===== config.mk =====
export PLATFORM = sky130hd
export DESIGN_NAME = pipct_queue
export DESIGN_NICKNAME = d
export VERILOG_FILES = /design/src/rtl/pipct_pkg.sv /design/src/rtl/pipct_queue.sv
export SDC_FILE = /design/constraint.sdc
export NUM_CORES = 1
export LEC_CHECK = 0
export ABC_CLOCK_PERIOD_IN_PS = 2800
export BUFFER_PORTS_ARGS = -buffer_cell sky130_fd_sc_hd__buf_2
export CAP_MARGIN = 20
export CORE_MARGIN = 10
export CORE_UTILIZATION = 55
export CTS_CLUSTER_SIZE = 25
export DETAILED_ROUTE_END_ITERATION = 12
export HOLD_SLACK_MARGIN = 0.1
export PLACE_DENSITY = 0.8
export REMOVE_ABC_BUFFERS = 1
export SYNTH_ARGS = -nofsm -noshare
export SYNTH_HDL_FRONTEND = slang
export SYNTH_SLANG_ARGS = --single-unit

===== constraint.sdc =====
create_clock -name i_clk -period 2.8 [get_ports i_clk]
set_input_delay 0.7 -clock i_clk [delete_from_list [all_inputs] [get_ports i_clk]]
set_output_delay 0.7 -clock i_clk [all_outputs]
set_load 0.02 [all_outputs]

===== src/rtl/pipct_pkg.sv =====
// Package with shared constants and types of the point-in-polygon crossing test.
package pipct_pkg;

    localparam int COORD_WIDTH_DEF = 32;
    localparam int QUEUE_DEPTH_DEF = 4;
    localparam int TOL_W           = 16;

    localparam logic [TOL_W-1:0] TOL_RESET = 16'd1;

    localparam logic [1:0] LOC_OUTSIDE  = 2'd0;
    localparam logic [1:0] LOC_INSIDE   = 2'd1;
    localparam logic [1:0] LOC_BOUNDARY = 2'd2;

    typedef enum logic [1:0] {
        KIND_SKIP  = 2'd0,
        KIND_BOUND = 2'd1,
        KIND_TEST  = 2'd2
    } t_edge_kind;

    typedef struct packed {
        t_edge_kind kind;
        logic       last;
        logic       dy_neg;
        logic       low_end;
    } t_edge_ctl;

endpackage


===== src/rtl/pipct_queue.sv =====
// Short register queue that decouples the front end from the back end.
module pipct_queue #(
    parameter int DATA_W = 8,
    parameter int DEPTH  = pipct_pkg::QUEUE_DEPTH_DEF
) (
    input  logic              i_clk,
    input  logic              i_rst_n,
    input  logic              i_push,
    input  logic [DATA_W-1:0] i_data,
    output logic              o_full,
    input  logic              i_pop,
    output logic              o_valid,
    output logic [DATA_W-1:0] o_data
);

    localparam int PTR_W = (DEPTH > 1) ? $clog2(DEPTH) : 1;
    localparam int CNT_W = $clog2(DEPTH + 1);
    localparam logic [PTR_W-1:0] LAST_IDX = PTR_W'(DEPTH - 1);
    localparam logic [CNT_W-1:0] FULL_CNT = CNT_W'(DEPTH);

    logic [DATA_W-1:0] r_mem [DEPTH];
    logic [PTR_W-1:0]  r_wr_ptr;
    logic [PTR_W-1:0]  r_rd_ptr;
    logic [CNT_W-1:0]  r_count;
    logic [PTR_W-1:0]  n_wr_ptr;
    logic [PTR_W-1:0]  n_rd_ptr;
    logic [CNT_W-1:0]  n_count;
    logic              do_push;
    logic              do_pop;

    assign o_full  = (r_count == FULL_CNT);
    assign o_valid = (r_count != '0);
    assign o_data  = r_mem[r_rd_ptr];
    assign do_push = i_push && !o_full;
    assign do_pop  = i_pop && o_valid;

    always_comb begin
        n_wr_ptr = r_wr_ptr;
        n_rd_ptr = r_rd_ptr;
        n_count  = r_count;
        if (do_push) begin
            n_wr_ptr = (r_wr_ptr == LAST_IDX) ? '0 : r_wr_ptr + 1'b1;
        end
        if (do_pop) begin
            n_rd_ptr = (r_rd_ptr == LAST_IDX) ? '0 : r_rd_ptr + 1'b1;
        end
        if (do_push && !do_pop) begin
            n_count = r_count + 1'b1;
        end else if (do_pop && !do_push) begin
            n_count = r_count - 1'b1;
        end
    end

    always_ff @(posedge i_clk) begin
        if (!i_rst_n) begin
            r_wr_ptr <= '0;
            r_rd_ptr <= '0;
            r_count  <= '0;
        end else begin
            r_wr_ptr <= n_wr_ptr;
            r_rd_ptr <= n_rd_ptr;
            r_count  <= n_count;
        end
    end

    always_ff @(posedge i_clk) begin
        if (do_push) begin
            r_mem[r_wr_ptr] <= i_data;
        end
    end

endmodule


==> flow_summary_export.csv <==
group,metric,value,unit
synthesis,ys_types,23,
clocking,cts_htree_levels,2,
global_routing,grt_antenna_before_repair,0,
route,highest_layer,"met4",
placement,io_buffer_count,21,
clocking,numCtsBuffers,5,
clocking,ctsResizeCount,0,
cells_and_area,syn2layout_area_growth,11.3,%
route,drc,0,
synthesis,synth-compound-area-share,0.0184,
synthesis,synth_warnings,0,
clocking,cts_hold_buf,0,
synthesis,synth_top_family_by_area,"multiplexers",
cells_and_area,final_nets,137,
placement,dp.cells,142,
global_routing,overflow,0,
clocking,cts_sinks,41,
setup_path,arrival,1.82,ns
route,wire_per_inst,17.6,um
cells_and_area,register_area,0.00114,sq mm
synthesis,yosys.area_share.simple,0.0674,
setup_path,worstPathCellList,"mux4_2, buf_2",
placement,gp_congestion,0.654,
synthesis,yosys-top-cells-area,"edfxtp_1, dfxtp_1, mux4_2, ha_1, and2_1",
synthesis,ys_async_sr_fraction,0,
clocking,clk_path_buf_depth,2,
min_path,hold_depth,2,
clocking,post-cts-setup-buffer-count,0,
timing,hold_ws,0.520,ns
setup_path,cpMaxStageDelayCell,"dfxtp_1",
clocking,clkTransAtPathRegs,0.11,ns
synthesis,synthesis.area,0.00163,sq mm
setup_path,path_max_fanout,8,
timing,worst_slew_pin_slew,0.578,ns
synthesis,synth_xor_area_frac,0.0107,
setup_path,regToRegStartpoint,"r_count[0]",
timing,period_minus_slack,2.52,ns
route,wl_met3,140,um
flow_run,max_cap_viol_count,0,
synthesis,synth_top_area_share,0.589,
synthesis,synth_seq_cells,41,
synthesis,synth_top_cell_by_area,"edfxtp_1",
route,routed-wl-met2,1310,um
cells_and_area,fill_cells,223,
clocking,clockRootBuffer,"clkbuf_4",
timing,skew,0.00696,ns
setup_path,max_stage_delay,0.71,ns
timing,max_freq,397,MHz
floorplan,io_pins,22,
setup_path,worst-endpoint-required,2.10,ns
power,p_sw,497,uW
synthesis,synthCells,93,
power,p_int,1060,uW
route,ant_nets,0,
global_routing,groute.usage.overall,0.103,
timing,fin_tns_setup,0,ns
route,routed_wl,2640,um
cells_and_area,antenna-diode-count,0,
setup_path,end_kind,"primary output",
power,p_per_area,855,mW/mm^2
setup_path,r2r_cells,7,
setup_path,r2r-end,"r_count[2]",
synthesis,synthFlopType,"edfxtp_1",
route,drtIter0Drc,72,
power,power_frac_comb,0.290,
cells_and_area,finalNonFillerCells,150,
synthesis,muxShareOfSynthArea,0.129,
setup_path,crit_path_start_kind,"register",
synthesis,synth-adder-area-share,0.0582,
synthesis,yosysSeqAreaShare,0.699,
power,pwr-share-seq,0.534,
power,sw_frac_of_total,0.319,
global_routing,grt_max_degree,13,
min_path,hp-start,"r_wr_ptr[1]",
timing,slew_headroom,0.614,
power,ir_drop,0.000538,V
min_path,hold_class,"reg2reg",
route,drt-met1-wl,1130,um
cells_and_area,final_layout_size_suffix_gt1_frac,0.328,
floorplan,start_util,0.582,
outcome,outcome,"finished, final reports clean",
clocking,tritoncts,"built",
floorplan,die-area,0.00555,sq mm
timing,setup_viol,0,
synthesis,synth_area_per_cell,17.6,sq um
setup_path,crit_type,"reg2out",
global_routing,grt_pass1_wl,4130,um
timing,rsz0062_at_grt,"no",
floorplan,rows,19,
setup_path,reg2reg_slack,0.37,ns
floorplan,die_w,74.5,um
timing,hold_viol,0,
power,p_clk_frac,0.176,
floorplan,core_area,0.00281,sq mm
min_path,whs_endpoint,"r_wr_ptr[1]",
global_routing,grt_pass1_vias,869,
route,vias_per_cell,5.60,
clocking,clock_latency,0.34,ns
floorplan,die_h,74.5,um
route,drt_pre_antenna_iters,4,
cells_and_area,multiInputGateArea,463,sq um
placement,dpl.hpwl,1890,um
synthesis,synth-edff-count,32,
power,cellLeakagePower,0.000672,uW
timing,timing.final.crit_share,0.899,
timing,finalMaxSlewViolations,0,
cells_and_area,finish.utilization,0.648,
route,vias,840,
[how the worst max path moves through the flow]
stage          startpoint         end  slack (ns)  depth (start not counted)
6_report         register   o_data[2]        0.28                          2
3_5_place_dp        i_pop  r_count[2]        0.29                          8
2_1_floorplan      i_push  r_count[2]        0.34                          7
3_3_place_gp        i_pop  r_count[2]        0.40                          8
4_1_cts          register   o_data[2]        0.23                          2
5_1_grt        r_count[0]  r_count[2]        0.11                          7
[critical path: cells and delay by family (launching register included)]
kind                   cells  cell delay (ns)
muxes                      1             0.59
DFF                        1             0.71
buffers and inverters      1             0.18
[placed cells by master (no fill, tap or decap)]
cell / netlist / routed
edfxtp_1: 32 / 32
buf_2: 2 / 21
dfxtp_1: 9 / 9
mux4_2: 8 / 8
nand2_1: 6 / 6
ha_1: 6 / 6
and2_1: 5 / 5
clkbuf_4: 0 / 5
inv_1: 3 / 3
mux2i_1: 3 / 3
o21ai_0: 3 / 3
nor2b_1: 2 / 2
nor2_1: 2 / 2
nand3_1: 2 / 2
clkinv_2: 0 / 2
nor3b_2: 1 / 1
o31ai_1: 1 / 1
or3_1: 1 / 1
xnor2_1: 1 / 1
xor2_1: 1 / 1
or3_2: 1 / 1
a21boi_0: 1 / 1
fa_1: 1 / 1
clkbuf_1: 1 / 1
buf_4: 0 / 1
[cell families after synthesis]
family | after synthesis
XOR/XNOR | 2
multiplexers | 11
buffers and inverters | 7
flip-flops | 41
AO/OA/AOI/OAI | 5
AND/OR/NAND/NOR | 20
adder cells (fa/ha/maj) | 7
[synth_stat cells, drive strengths merged, types with 2 or more instances]
| cell type | instances |
|---|---|
| inv | 3 |
| o21ai | 3 |
| or3 | 2 |
| nor2 | 2 |
| mux2i | 3 |
| dfxtp | 9 |
| mux4 | 8 |
| and2 | 5 |
| nand3 | 2 |
| nor2b | 2 |
| nand2 | 6 |
| buf | 3 |
| ha | 6 |
| edfxtp | 32 |
[layer usage]
layer	vias up	GRT usage
met5	-	0
met2	18	0.172
li1	400	-
met1	415	0.114
met3	7	0.0359
met4	0	0.0567
[power groups by stage]
| stage | combinational (uW) | clock (uW) | sequential [uW] |
|---|---|---|---|
| 2_1_floorplan | 330 | 0 | 822 |
| 3_3_place_gp | 440 | 0 | 839 |
| 4_1_cts | 458 | 281 | 834 |
| 5_1_grt | 497 | 298 | 846 |
| 3_5_place_dp | 455 | 0 | 848 |
| 6_report | 450 | 274 | 831 |
[sequential cells by signal, summed over array words and instances, names as in the netlist, named ones only]
signal	count
r_mem	32
r_count	3
r_rd_ptr	2
r_wr_ptr	2
[per-stage QoR]
| stage | setup slack [ns] | total power, uW | instance area [sq um] |
|---|---|---|---|
| floorplan | 0.344 | 1150 | 1620 |
| global placement | 0.404 | 1280 | 1770 |
| CTS | 0.234 | 1570 | 1820 |
| global route | 0.110 | 1640 | 1820 |
| finish | 0.283 | 1550 | 1820 |
| detailed placement | 0.292 | 1300 | 1770 |
[layout make-up]
class,count,share of cell area
Multi-Input combinational cell,45,0.255
Clock buffer,6,0.0227
Clock inverter,2,0.00551
Inverter,3,0.00619
Sequential cell,41,0.628
Tap cell,31,0.0213
Timing Repair Buffer,22,0.0619
No activity file was read; power rests on OpenSTA's default activity.
