## config.mk

```make
export PLATFORM = sky130hd
export DESIGN_NAME = pipct_front
export DESIGN_NICKNAME = d
export VERILOG_FILES = /design/src/rtl/pipct_pkg.sv /design/src/rtl/pipct_front.sv
export SDC_FILE = /design/constraint.sdc
export NUM_CORES = 1
export LEC_CHECK = 0
export BUFFER_PORTS_ARGS = -buffer_cell sky130_fd_sc_hd__buf_2
export CAP_MARGIN = 25
export CORE_MARGIN = 2
export CORE_UTILIZATION = 45
export DETAILED_ROUTE_END_ITERATION = 10
export PLACE_DENSITY = 0.72
export REMOVE_ABC_BUFFERS = 1
export SYNTH_ARGS = -nofsm -noshare
export SYNTH_HDL_FRONTEND = slang
export SYNTH_SLANG_ARGS = --single-unit
```

## constraint.sdc

```tcl
create_clock -name vclk -period 6.2
set_clock_uncertainty 0.1 [all_clocks]
set_input_delay 0.62 -clock vclk [all_inputs]
set_output_delay 0.62 -clock vclk [all_outputs]
set_load 0.01 [all_outputs]
```

## src/rtl/pipct_pkg.sv

```systemverilog
// Package with shared constants and types of the point-in-polygon crossing test.
package pipct_pkg;

    localparam int COORD_WIDTH_DEF = 32;
    localparam int QUEUE_DEPTH_DEF = 4;
    localparam int TOL_W           = 16;

    localparam logic [TOL_W-1:0] TOL_RESET = 16'd1;

    localparam logic [1:0] LOC_OUTSIDE  = 2'd0;
    localparam logic [1:0] LOC_INSIDE   = 2'd1;
    localparam logic [1:0] LOC_BOUNDARY = 2'd2;

    typedef enum logic [1:0] {
        KIND_SKIP  = 2'd0,
        KIND_BOUND = 2'd1,
        KIND_TEST  = 2'd2
    } t_edge_kind;

    typedef struct packed {
        t_edge_kind kind;
        logic       last;
        logic       dy_neg;
        logic       low_end;
    } t_edge_ctl;

endpackage

```

## src/rtl/pipct_front.sv

```systemverilog
// Front end: bounds checks and edge classification, with the differences for the back end.
module pipct_front #(
    parameter int COORD_WIDTH = pipct_pkg::COORD_WIDTH_DEF
) (
    input  logic signed [COORD_WIDTH-1:0]    i_query_x,
    input  logic signed [COORD_WIDTH-1:0]    i_query_y,
    input  logic signed [COORD_WIDTH-1:0]    i_edge_start_x,
    input  logic signed [COORD_WIDTH-1:0]    i_edge_start_y,
    input  logic signed [COORD_WIDTH-1:0]    i_edge_end_x,
    input  logic signed [COORD_WIDTH-1:0]    i_edge_end_y,
    input  logic                             i_last_edge,
    input  logic [pipct_pkg::TOL_W-1:0]      i_tolerance,
    output pipct_pkg::t_edge_ctl             o_ctl,
    output logic signed [COORD_WIDTH:0]      o_dist_y,
    output logic signed [COORD_WIDTH:0]      o_edge_dx,
    output logic signed [COORD_WIDTH:0]      o_dist_x,
    output logic signed [COORD_WIDTH:0]      o_edge_dy,
    output logic [COORD_WIDTH-1:0]           o_span_y
);

    localparam int W = COORD_WIDTH;

    logic signed [W:0]   dy_fwd;
    logic signed [W:0]   dy_rev;
    logic signed [W:0]   ym_start;
    logic signed [W:0]   ym_end;
    logic signed [W-1:0] min_x;
    logic signed [W-1:0] max_x;
    logic signed [W-1:0] min_y;
    logic signed [W-1:0] max_y;
    logic [W:0]          tol_ext;
    logic [W:0]          span_ext;
    logic [W:0]          above_min;
    logic                dy_neg;
    logic                off_band;
    logic                horiz;

    assign dy_fwd   = {i_edge_end_y[W-1], i_edge_end_y} - {i_edge_start_y[W-1], i_edge_start_y};
    assign dy_rev   = {i_edge_start_y[W-1], i_edge_start_y} - {i_edge_end_y[W-1], i_edge_end_y};
    assign ym_start = {i_query_y[W-1], i_query_y} - {i_edge_start_y[W-1], i_edge_start_y};
    assign ym_end   = {i_query_y[W-1], i_query_y} - {i_edge_end_y[W-1], i_edge_end_y};
    assign dy_neg   = dy_fwd[W];

    assign min_x = (i_edge_start_x < i_edge_end_x) ? i_edge_start_x : i_edge_end_x;
    assign max_x = (i_edge_start_x < i_edge_end_x) ? i_edge_end_x : i_edge_start_x;
    assign min_y = dy_neg ? i_edge_end_y : i_edge_start_y;
    assign max_y = dy_neg ? i_edge_start_y : i_edge_end_y;

    assign tol_ext   = {{(W + 1 - pipct_pkg::TOL_W){1'b0}}, i_tolerance};
    assign span_ext  = dy_neg ? {1'b0, dy_rev[W-1:0]} : {1'b0, dy_fwd[W-1:0]};
    assign above_min = dy_neg ? ym_end : ym_start;

    assign off_band = (i_query_y < min_y) || (i_query_y > max_y) || (i_query_x < min_x);
    assign horiz    = (span_ext < tol_ext) || (dy_fwd == '0);

    always_comb begin
        o_ctl.last    = i_last_edge;
        o_ctl.dy_neg  = dy_neg;
        o_ctl.low_end = (above_min < tol_ext);
        if (off_band) begin
            o_ctl.kind = pipct_pkg::KIND_SKIP;
        end else if (horiz) begin
            o_ctl.kind = (i_query_x <= max_x) ? pipct_pkg::KIND_BOUND : pipct_pkg::KIND_SKIP;
        end else begin
            o_ctl.kind = pipct_pkg::KIND_TEST;
        end
    end

    assign o_dist_y  = ym_start;
    assign o_edge_dx = {i_edge_end_x[W-1], i_edge_end_x} - {i_edge_start_x[W-1], i_edge_start_x};
    assign o_dist_x  = {i_query_x[W-1], i_query_x} - {i_edge_start_x[W-1], i_edge_start_x};
    assign o_edge_dy = dy_fwd;
    assign o_span_y  = span_ext[W-1:0];

endmodule

```

==> results.txt, run 1 <==
Total Nets Final: 3,443
Yosys top cell by area: ha_1
# DRC: 0
Failing checks: setup timing
Die Ht: 191.8 um
Crit path DAT: 5550 ps
DP HPWL: 59,390 um
Initial antenna violation count: 7
Detailed-router iteration count before antenna repair: 6
Avg WL per Cell: 20.47 um
Seq Cell Count: 0
Grt total ovfl: 0
Max-slew headroom: 45.43%
Placer Congestion: 1.047
Netlist cell types: 93
Crit start category: primary input
Yosys warnings: 0
Row Count: 68
Layout cells sized above 1: 27.45%
Leakage Power: 11.10 nW
F_max: 159.4 MHz
Dpl ws: -548.8 ps
Clk_buf instances: 0
Worst Hold Class: in -> out
Filler cell count in the final layout: 3,291
Starting Density: 45.81%
Setup crit end kind: output port
ANT nets after route: 0
Port Buffers: 376
# setup viols final: 1
First-iteration detailed-routing DRC count: 1,544
Routed vias/inst: 5.963
Slew Viols, Final: 0
Worst-margin pin slew: 797.9 ps
Die area: 36,770 sq um
# hold bufs at CTS: 0
Worst EP required: 5480 ps
Syn Inst Count: 2,221
Sequential-to-total area share from yosys stat: 0%
Vias: 19,900
RSZ-0062 raised after global routing: yes
PnR worst setup slack: -73.60 ps
Largest cells by area after synthesis: ha_1 27%, a21oi_1 7.1%, mux2i_1 6.8%, a21o_1 5.9%, xnor2_1 5.0%
Power, Total: 0.003077 W
Die span in x: 191.8 um
Synthesized area per cell: 7.143 sq um
Total core area: 34,630 sq um
Top-area cell type share of the netlist area: 27.45%
Total I/O pin count: 378
First-pass GRT wire length: 102,800 um
VDD IR-drop max: 0.09400 mV
Maximum number of pins on one net before global-route repair: 39
Final period utilization: 101.2%
Crit Path Max Fanout: 3
Fin crit period: 6274 ps
Max_cap viols: 0
Status: complete, but fails checks
Area Overhead vs Synth: 31.78%
Reg area: 0 sq um
Final wirelength: 68,310 um
Total GRT Usage: 35.27%
Fin. Hold Viols: 0
Pwr dens: 147.2 nW/um^2
Setup CP Type: in -> out
Vias in the first global route: 19,070
Syn Std Cell Area: 15,860 sq um
==> synth_stat cells, drive strengths merged, types with 11 or more instances <==
| library cell | number |
|---|---|
| o21a | 43 |
| o21ai | 150 |
| nand2b | 44 |
| and3 | 15 |
| o21bai | 17 |
| a21oi | 230 |
| nand3 | 33 |
| a211oi | 34 |
| nor2b | 31 |
| clkbuf | 33 |
| o31ai | 11 |
| ha | 348 |
| or3 | 17 |
| a2111oi | 12 |
| nor3 | 40 |
| xnor2 | 90 |
| nand2 | 159 |
| mux2i | 108 |
| o211ai | 19 |
| inv | 157 |
| a21o | 125 |
| nor2 | 179 |
| xor2 | 55 |
| a31oi | 19 |
| nand4 | 45 |
| buf | 35 |
| nor4 | 13 |
==> power by group <==
| group | switching [W] | leakage [nW] | total (W) | internal [W] |
|---|---|---|---|---|
| clock network | 0 | 0.0000254 | 0.0000000000868 | 0.0000000000867 |
| registers | 0 | 0 | 0 | 0 |
| logic | 0.00172 | 11.1 | 0.00308 | 0.00136 |
==> routing by layer <==
metal,vias to the layer above,GRT usage [%],share of wire (%)
li1,9584,-,-
met1,9227,45.03,42
met2,935,60.29,45
met3,142,6.596,9.1
met4,10,9.704,3.1
met5,-,0,0.091
==> final cells by class <==
type                       count  area (sq um)  share of cell area, %
tap                          455         569.3                  2.723
multi-input combinational   1996         15130                  72.37
antenna                        4         10.01                0.04788
inverter                     157         596.8                  2.855
timing repair buffer         725          4601                  22.01
==> critical path, cell delays in order <==
cell and delay, ps:
buf_6 100, inv_4 50, ha_4 140, inv_2 40, fa_2 390, a211oi_4 260, o211ai_2 140, nand4_1 200
a211o_1 220, nand3_4 130, clkinv_4 90, mux2i_2 210, xor2_1 230, ha_1 290, a21o_1 170, a21o_1 160
a21oi_2 110, nor2_1 60, a2111oi_2 190, a21oi_1 120, or2_4 260, or4bb_1 490, nor4_2 200, a21boi_2 170
a311oi_2 220, buf_4 180, buf_6 100
==> path summary, 6_finish.rpt <==
kind	startpoint	end	slack [ps]	depth (start not counted)
worst max-delay path	i_edge_end_y[0]	o_ctl[3]	-70	27
worst min-delay path	i_last_edge	o_ctl[2]	1140	0
==> placed cells by master (no fill, tap or decap), drive strengths merged, types with 44 or more instances in the layout <==
| cell | count |
|---|---|
| a21o | 125 |
| a21oi | 230 |
| buf | 724 |
| ha | 348 |
| inv | 156 |
| mux2i | 108 |
| nand2 | 159 |
| nand2b | 44 |
| nand4 | 45 |
| nor2 | 179 |
| o21ai | 150 |
| xnor2 | 90 |
| xor2 | 55 |
==> metrics by stage <==
stage | std cells | util [%] | instance area (sq um) | TNS (ps) | hold slack, ps
floorplan | 2153 | - | 15540 | -5728 | 1140
detailed placement | 3321 | 59.34 | 20550 | -1009 | 1140
global route | 3335 | 60.36 | 20900 | -446.5 | 1140
CTS | 3328 | 59.90 | 20740 | -84.30 | 1140
global placement | 3321 | 59.34 | 20550 | -844.6 | 1140
finish | 3337 | 60.37 | 20910 | -73.60 | 1140
==> what timing repair did <==
item | 4_1_cts | 5_1_grt
setup buffers | 7 | 4
pin swaps | 23 | 9
resized for setup | 32 | 21
gates cloned | 0 | 1
endpoints found under the hold margin | 0 | 0
endpoints found under the setup margin | 3 | 3
==> cell families (layout without fill, tap and decap cells) <==
logic type      after synthesis  after routing  synth area share, %
xor+xnor                    145            145                8.005
compound gates              756            756                31.29
mux                         110            110                6.956
other cells                   0              4                    0
simple gates                631            631                19.79
fa+ha+maj                   354            354                28.20
buf+inv                     225            882                5.758
(Power assumes the default switching activity.)
==> inputs of run 2 (changes only) <==
--- a/config.mk
+++ b/config.mk
@@ -5,12 +5,14 @@
 export SDC_FILE = /design/constraint.sdc
 export NUM_CORES = 1
 export LEC_CHECK = 0
+export ABC_AREA = 0
 export BUFFER_PORTS_ARGS = -buffer_cell sky130_fd_sc_hd__buf_2
 export CAP_MARGIN = 25
 export CORE_MARGIN = 2
 export CORE_UTILIZATION = 45
 export DETAILED_ROUTE_END_ITERATION = 10
 export PLACE_DENSITY = 0.72
+export RECOVER_POWER = 100
 export REMOVE_ABC_BUFFERS = 1
 export SYNTH_ARGS = -nofsm -noshare
 export SYNTH_HDL_FRONTEND = slang
==> results.txt, run 2 (synthesis results as in run 1) <==
Reg area: 0 sq um (unchanged)
Placed instance area: 20,550 sq um (unchanged)
Worst-margin pin slew: 775.9 ps (-21.96 ps)
Setup CP Type: in -> out
Total Nets Final: 3,443 (unchanged)
Leakage Power: 11.05 nW (-0.47%)
Worst Hold Class: in -> out
Routed vias/inst: 5.957 (about the same)
Dpl ws: -548.8 ps (unchanged)
Clock share of power: 0% (unchanged)
Slew Viols, Final: 0 (unchanged)
Fin util: 60.30% (-0.076 points)
Crit Path Max Fanout: 20 (+17)
RSZ-0062 raised after global routing: yes
Switch share: 55.93% (+0.078 points)
ANT nets after route: 0 (unchanged)
Seq pwr share: 0% (unchanged)
Max-slew headroom: 46.94% (+1.5 points)
Die Ht: 191.8 um (unchanged)
Crit start category: primary input
Area Overhead vs Synth: 31.62%
Port Buffers: 376 (unchanged)
Fin crit period: 6265 ps (-8.905 ps)
Total I/O pin count: 378 (unchanged)
Vias in the first global route: 19,070 (unchanged)
Row Count: 68 (unchanged)
Combinational power share: 100.0% (about the same)
Sw Pwr: 0.001717 W (about the same)
F_max: 159.6 MHz (+0.14%)
Filler cell count in the final layout: 3,298 (+0.21%)
Worst EP required: 5480 ps (about the same)
DP HPWL: 59,390 um (unchanged)
Failing checks: setup timing
Total core area: 34,630 sq um (unchanged)
Maximum number of pins on one net before global-route repair: 39 (unchanged)
# setup viols final: 1 (unchanged)
Final period utilization: 101.0% (-0.14 points)
# hold bufs at CTS: 0 (unchanged)
First-pass GRT wire length: 102,800 um (unchanged)
Die area: 36,770 sq um (unchanged)
Seq Cell Count: 0 (unchanged)
Clk_buf instances: 0 (unchanged)
PnR worst setup slack: -64.69 ps (+8.905 ps)
Multi-input logic area: 15,130 sq um (unchanged)
Initial antenna violation count: 7 (unchanged)
VDD IR-drop max: 0.09376 mV (-0.26%)
Pwr dens: 147.0 nW/um^2 (about the same)
Most frequent cells in the layout: 356 x buf_2, 345 x ha_1, 338 x buf_4
Int Power: 0.001353 W (-0.40%)
Die span in x: 191.8 um (unchanged)
Top sig layer: met5
Fin area: 20,880 sq um (-0.13%)
Met2 wire len: 30,990 um (-0.22%)
Avg WL per Cell: 20.44 um (-0.14%)
Length of routed wiring on met1: 28,690 um (-0.55%)
Crit path DAT: 5540 ps (about the same)
Commonest non-fill, non-tap cell in the layout: buf_2
Routed length on met3: 6324 um (+1.2%)
Layout cells sized above 1: 26.79% (-0.66 points)
# DRC: 0 (unchanged)
Vias: 19,880 (-0.095%)
Status: complete, but fails checks
First-iteration detailed-routing DRC count: 1,583 (+2.5%)
Total GRT Usage: 35.27% (unchanged)
Final wirelength: 68,220 um (-0.14%)
Worst hold margin: 1140 ps (unchanged)
Placer Congestion: 1.047 (unchanged)
Detailed-router iteration count before antenna repair: 6 (unchanged)
Fin. Hold Viols: 0 (unchanged)
Starting Density: 45.81% (unchanged)
Setup TNS: -64.69 ps (+8.905 ps)
Grt total ovfl: 0 (unchanged)
Setup crit end kind: output port
Max_cap viols: 0 (unchanged)
[run 2: cell types whose count changed in the layout (fill, tap and decap cells not counted)]
cell and delta:
buf_4 -1, buf_2 -18, clkbuf_1 +19
[run 2: layer usage]
layer	global-route usage [%]	vias up
met1	45.03	9225
met4	9.704	10
li1	-	9581
met5	0	-
met2	60.29	921
met3	6.596	142
[run 2: final cells by class]
| type | count | area share [%] |
|---|---|---|
| well taps | 455 | 2.727 |
| inverters | 157 | 2.858 |
| repair buffers | 725 | 21.91 |
| diodes | 4 | 0.04794 |
| multi-input cells | 1996 | 72.46 |
[run 2: power by group through the flow]
stage          Combinational [W]        Clock (W)  Sequential, W
6_report                 0.00307  0.0000000000866              0
5_1_grt                  0.00333  0.0000000000433              0
4_1_cts                  0.00298                0              0
3_5_place_dp             0.00293                0              0
3_3_place_gp             0.00288                0              0
2_1_floorplan            0.00175                0              0
[run 2: worst paths after layout]
| path | to | cells past startpoint | from | slack (ps) |
|---|---|---|---|---|
| min | o_ctl[2] | 0 | i_last_edge | 1140 |
| max | o_ctl[3] | 25 | i_edge_start_y[14] | -60 |
[run 2: stage by stage]
step | power, W | std cells
3_5_place_dp | 0.002926 | 3321
6_report | 0.003070 | 3337
2_1_floorplan | 0.001752 | 2153
5_1_grt | 0.003330 | 3335
3_3_place_gp | 0.002877 | 3321
4_1_cts | 0.002980 | 3328
[run 2: timing repair]
action / 4_1_cts / 5_1_grt
gates resized for setup: 32 / 21
setup endpoints to repair: 3 / 3
buffers inserted: 7 / 4
gates cloned: 0 / 1
pin swaps: 23 / 9
[run 2: worst max-delay path, stage by stage]
cell and delay (ps):
buf_2 90, inv_1 60, ha_1 290, nand4_1 180
nor3_2 260, nand4_1 210, a211o_1 390, nand3_4 120
buf_6 300, mux2i_1 280, ha_1 280, a21o_1 160
a21o_1 160, a21o_1 190, a21oi_1 180, nor2_1 60
a311oi_1 300, buf_4 170, o211ai_1 100, nand3_1 110
o21ai_0 180, a211o_1 300, a311oi_2 250, buf_4 180
buf_6 100
==> inputs of run 3 (changes only) <==
--- a/config.mk
+++ b/config.mk
@@ -5,13 +5,13 @@
 export SDC_FILE = /design/constraint.sdc
 export NUM_CORES = 1
 export LEC_CHECK = 0
-export ABC_AREA = 0
+export ABC_AREA = 1
 export BUFFER_PORTS_ARGS = -buffer_cell sky130_fd_sc_hd__buf_2
 export CAP_MARGIN = 25
 export CORE_MARGIN = 2
 export CORE_UTILIZATION = 45
 export DETAILED_ROUTE_END_ITERATION = 10
-export PLACE_DENSITY = 0.72
+export PLACE_DENSITY = 0.69
 export RECOVER_POWER = 100
 export REMOVE_ABC_BUFFERS = 1
 export SYNTH_ARGS = -nofsm -noshare
==> constraint.sdc (replaced) <==
create_clock -name vclk -period 8
set_clock_uncertainty 0.1 [all_clocks]
set_input_delay 0.8 -clock vclk [all_inputs]
set_output_delay 0.8 -clock vclk [all_outputs]
set_load 0.01 [all_outputs]
==> results.txt, run 3 <==
Status: completed
Top-area cell type share of the netlist area: 26.83% (-0.62 points)
Die span in x: 193.9 um (+1.1%)
DP HPWL: 62,600 um (+5.4%)
Port Buffers: 376 (unchanged)
VDD IR-drop max: 0.05147 mV (-45%)
Yosys top cell by area: ha_1
Non-filler instance count after layout: 3,490 (+4.6%)
Syn Inst Count: 2,715 (+22%)
Total core area: 35,570 sq um (+2.7%)
Row Count: 69 (+1.5%)
Total I/O pin count: 378 (unchanged)
Initial antenna violation count: 2 (-5)
Reg area: 0 sq um (unchanged)
Commonest non-fill, non-tap cell in the layout: nand2_1
Netlist cell types: 61 (-34%)
Most used cell, CP: nand2_1
Final period utilization: 88.66%
ANT nets after route: 0 (unchanged)
Placed instance area: 18,360 sq um (-11%)
Placed cell count: 3,489 (+5.1%)
Starting Density: 45.63% (-0.18 points)
Worst hold start: i_last_edge
Yosys warnings: 0 (unchanged)
Max-slew headroom: 36.71% (-10 points)
PnR worst setup slack: 906.9 ps (+971.6 ps)
Vias: 20,060 (+0.92%)
Clk_buf instances: 0 (unchanged)
Sequential-to-total area share from yosys stat: 0% (unchanged)
Detailed-router iteration count before antenna repair: 7 (+1)
Syn Std Cell Area: 16,230 sq um (+2.3%)
First-iteration detailed-routing DRC count: 1,773 (+12%)
Fin. Hold Viols: 0 (unchanged)
F_max: 141.0 MHz
Area Overhead vs Synth: 11.76%
Final wirelength: 70,200 um (+2.9%)
# hold bufs at CTS: 0 (unchanged)
Die area: 37,600 sq um (+2.3%)
Compound-gate portion of the synthesized area: 24.99% (-6.3 points)
Worst-margin pin slew: 939.4 ps (+163.5 ps)
Post-synthesis mux area share: 0.06939% (-6.9 points)
Switch share: 67.32% (+11 points)
Critical-path top delay cell: buf_4
Largest cells by area after synthesis: ha_1 27%, nand2_1 14%, a21oi_1 9.7%, inv_1 8.0%, o21ai_0 7.2%
Fin crit period: 7093 ps
Max_cap viols: 0 (unchanged)
RSZ-0062 raised after global routing: no
Avg WL per Cell: 20.11 um (-1.6%)
Slew Viols, Final: 0 (unchanged)
Hold Path Stages: 0 (unchanged)
Leakage Power: 9.626 nW (-13%)
CTS resizes: 0 (-100%)
Largest family of logic cells by synthesized area: adder cells
Total Nets Final: 3,593 (+4.4%)
Synth Area in XOR/XNOR: 9.660% (+1.7 points)
First-pass GRT wire length: 105,100 um (+2.2%)
Synthesized area per cell: 5.978 sq um (-16%)
Int Power: 0.0007102 W (-48%)
Fin util: 51.00% (-9.3 points)
Setup crit end kind: output port
Total GRT Usage: 34.82% (-0.45 points)
Vias in the first global route: 18,840 (-1.2%)
Post-Synth Adder-Cell Area: 27.57% (-0.63 points)
Sw Pwr: 0.001463 W (-15%)
Commonest cells post-synth: 613 x nand2_1, 348 x ha_1, 345 x inv_1
Crit Path Max Fanout: 86 (+330%)
Setup TNS: 0 ps (+64.69 ps)
Setup CP Type: in -> out
Combinational power share: 100.0% (about the same)
Dpl ws: 1168 ps (+1717 ps)
CP max stage delay: 700 ps (+310 ps)
Worst Hold Class: in -> out
Post-Synth Simple-Gate Area: 27.18% (+7.4 points)
Worst Hold End: o_ctl[2]
Placer Congestion: 1.048 (about the same)
Seq pwr share: 0% (unchanged)
Most frequent cells in the layout: 615 x nand2_1, 348 x ha_1, 345 x inv_1
Pwr dens: 119.8 nW/um^2 (-19%)
Seq Cell Count: 0 (unchanged)
Crit path DAT: 6190 ps (+650 ps)
Postcts setup bufs: 0 (-7)
Grt total ovfl: 0 (unchanged)
Maximum number of pins on one net before global-route repair: 87 (+120%)
Layout cells sized above 1: 10.30% (-16 points)
Clock share of power: 0% (unchanged)
Worst EP required: 7100 ps (+1620 ps)
Crit start category: primary input
# setup viols final: 0 (-1)
Die Ht: 193.9 um (+1.1%)
Fin area: 18,140 sq um (-13%)
# DRC: 0 (unchanged)
Most frequent cell after synthesis: nand2_1
Routed vias/inst: 5.748 (-3.5%)
-- run 3: power by group through the flow --
stage	sequential, W	combinational [W]	clock, W
global route	0	0.00237	0.0000000000167
finish	0	0.00217	0.0000000000167
CTS	0	0.00218	0
global placement	0	0.00214	0
detailed placement	0	0.00217	0
floorplan	0	0.00137	0
-- run 3: kinds of logic (layout without fill, tap and decap cells) --
logic type               after synthesis  count (layout)
adder cells (fa/ha/maj)              354             354
AO/OA/AOI/OAI                        722             722
multiplexers                           1               1
buffers and inverters                422             735
other                                  0               1
AND/OR/NAND/NOR                     1037            1037
XOR/XNOR                             179             179
-- run 3: how the worst max path moves through the flow --
stage	from	to	slack, ps	depth (start not counted)
after floorplan	i_edge_start_x[7]	o_ctl[3]	1950	25
after global placement	i_edge_end_y[0]	o_ctl[3]	1300	30
after detailed placement	i_edge_end_y[0]	o_ctl[3]	1170	29
after CTS	i_edge_end_y[0]	o_ctl[3]	1150	29
after global routing	i_edge_end_y[0]	o_ctl[3]	480	30
final	i_edge_start_y[12]	o_ctl[3]	910	29
-- run 3: layer usage --
metal / vias to the layer above / GRT usage [%] / wire (um)
met5: - / 0 / 11
met2: 942 / 60.52 / 32420
met4: 2 / 8.754 / 2166
met3: 117 / 2.661 / 5379
li1: 9826 / - / -
met1: 9175 / 46.48 / 30220
-- run 3: area by class of cell --
cell class	count	area (sq um)
antenna	1	2.502
fill	3926	17430
inverter	354	1336
multi-input combinational	2293	14480
tap	461	576.8
timing repair buffer	381	1743
-- run 3: per-stage QoR --
stage / total power, W / hold WS (ps)
5_1_grt: 0.002369 / 1500
4_1_cts: 0.002176 / 1500
2_1_floorplan: 0.001366 / 1500
3_5_place_dp: 0.002166 / 1500
6_report: 0.002173 / 1500
3_3_place_gp: 0.002143 / 1500
-- run 3: critical path: cells and delay by family --
kind	cells	cell delay (ps)
xor+xnor	1	60
compound gates	2	410
buf+inv	5	1120
simple gates	19	2880
fa+ha+maj	2	870
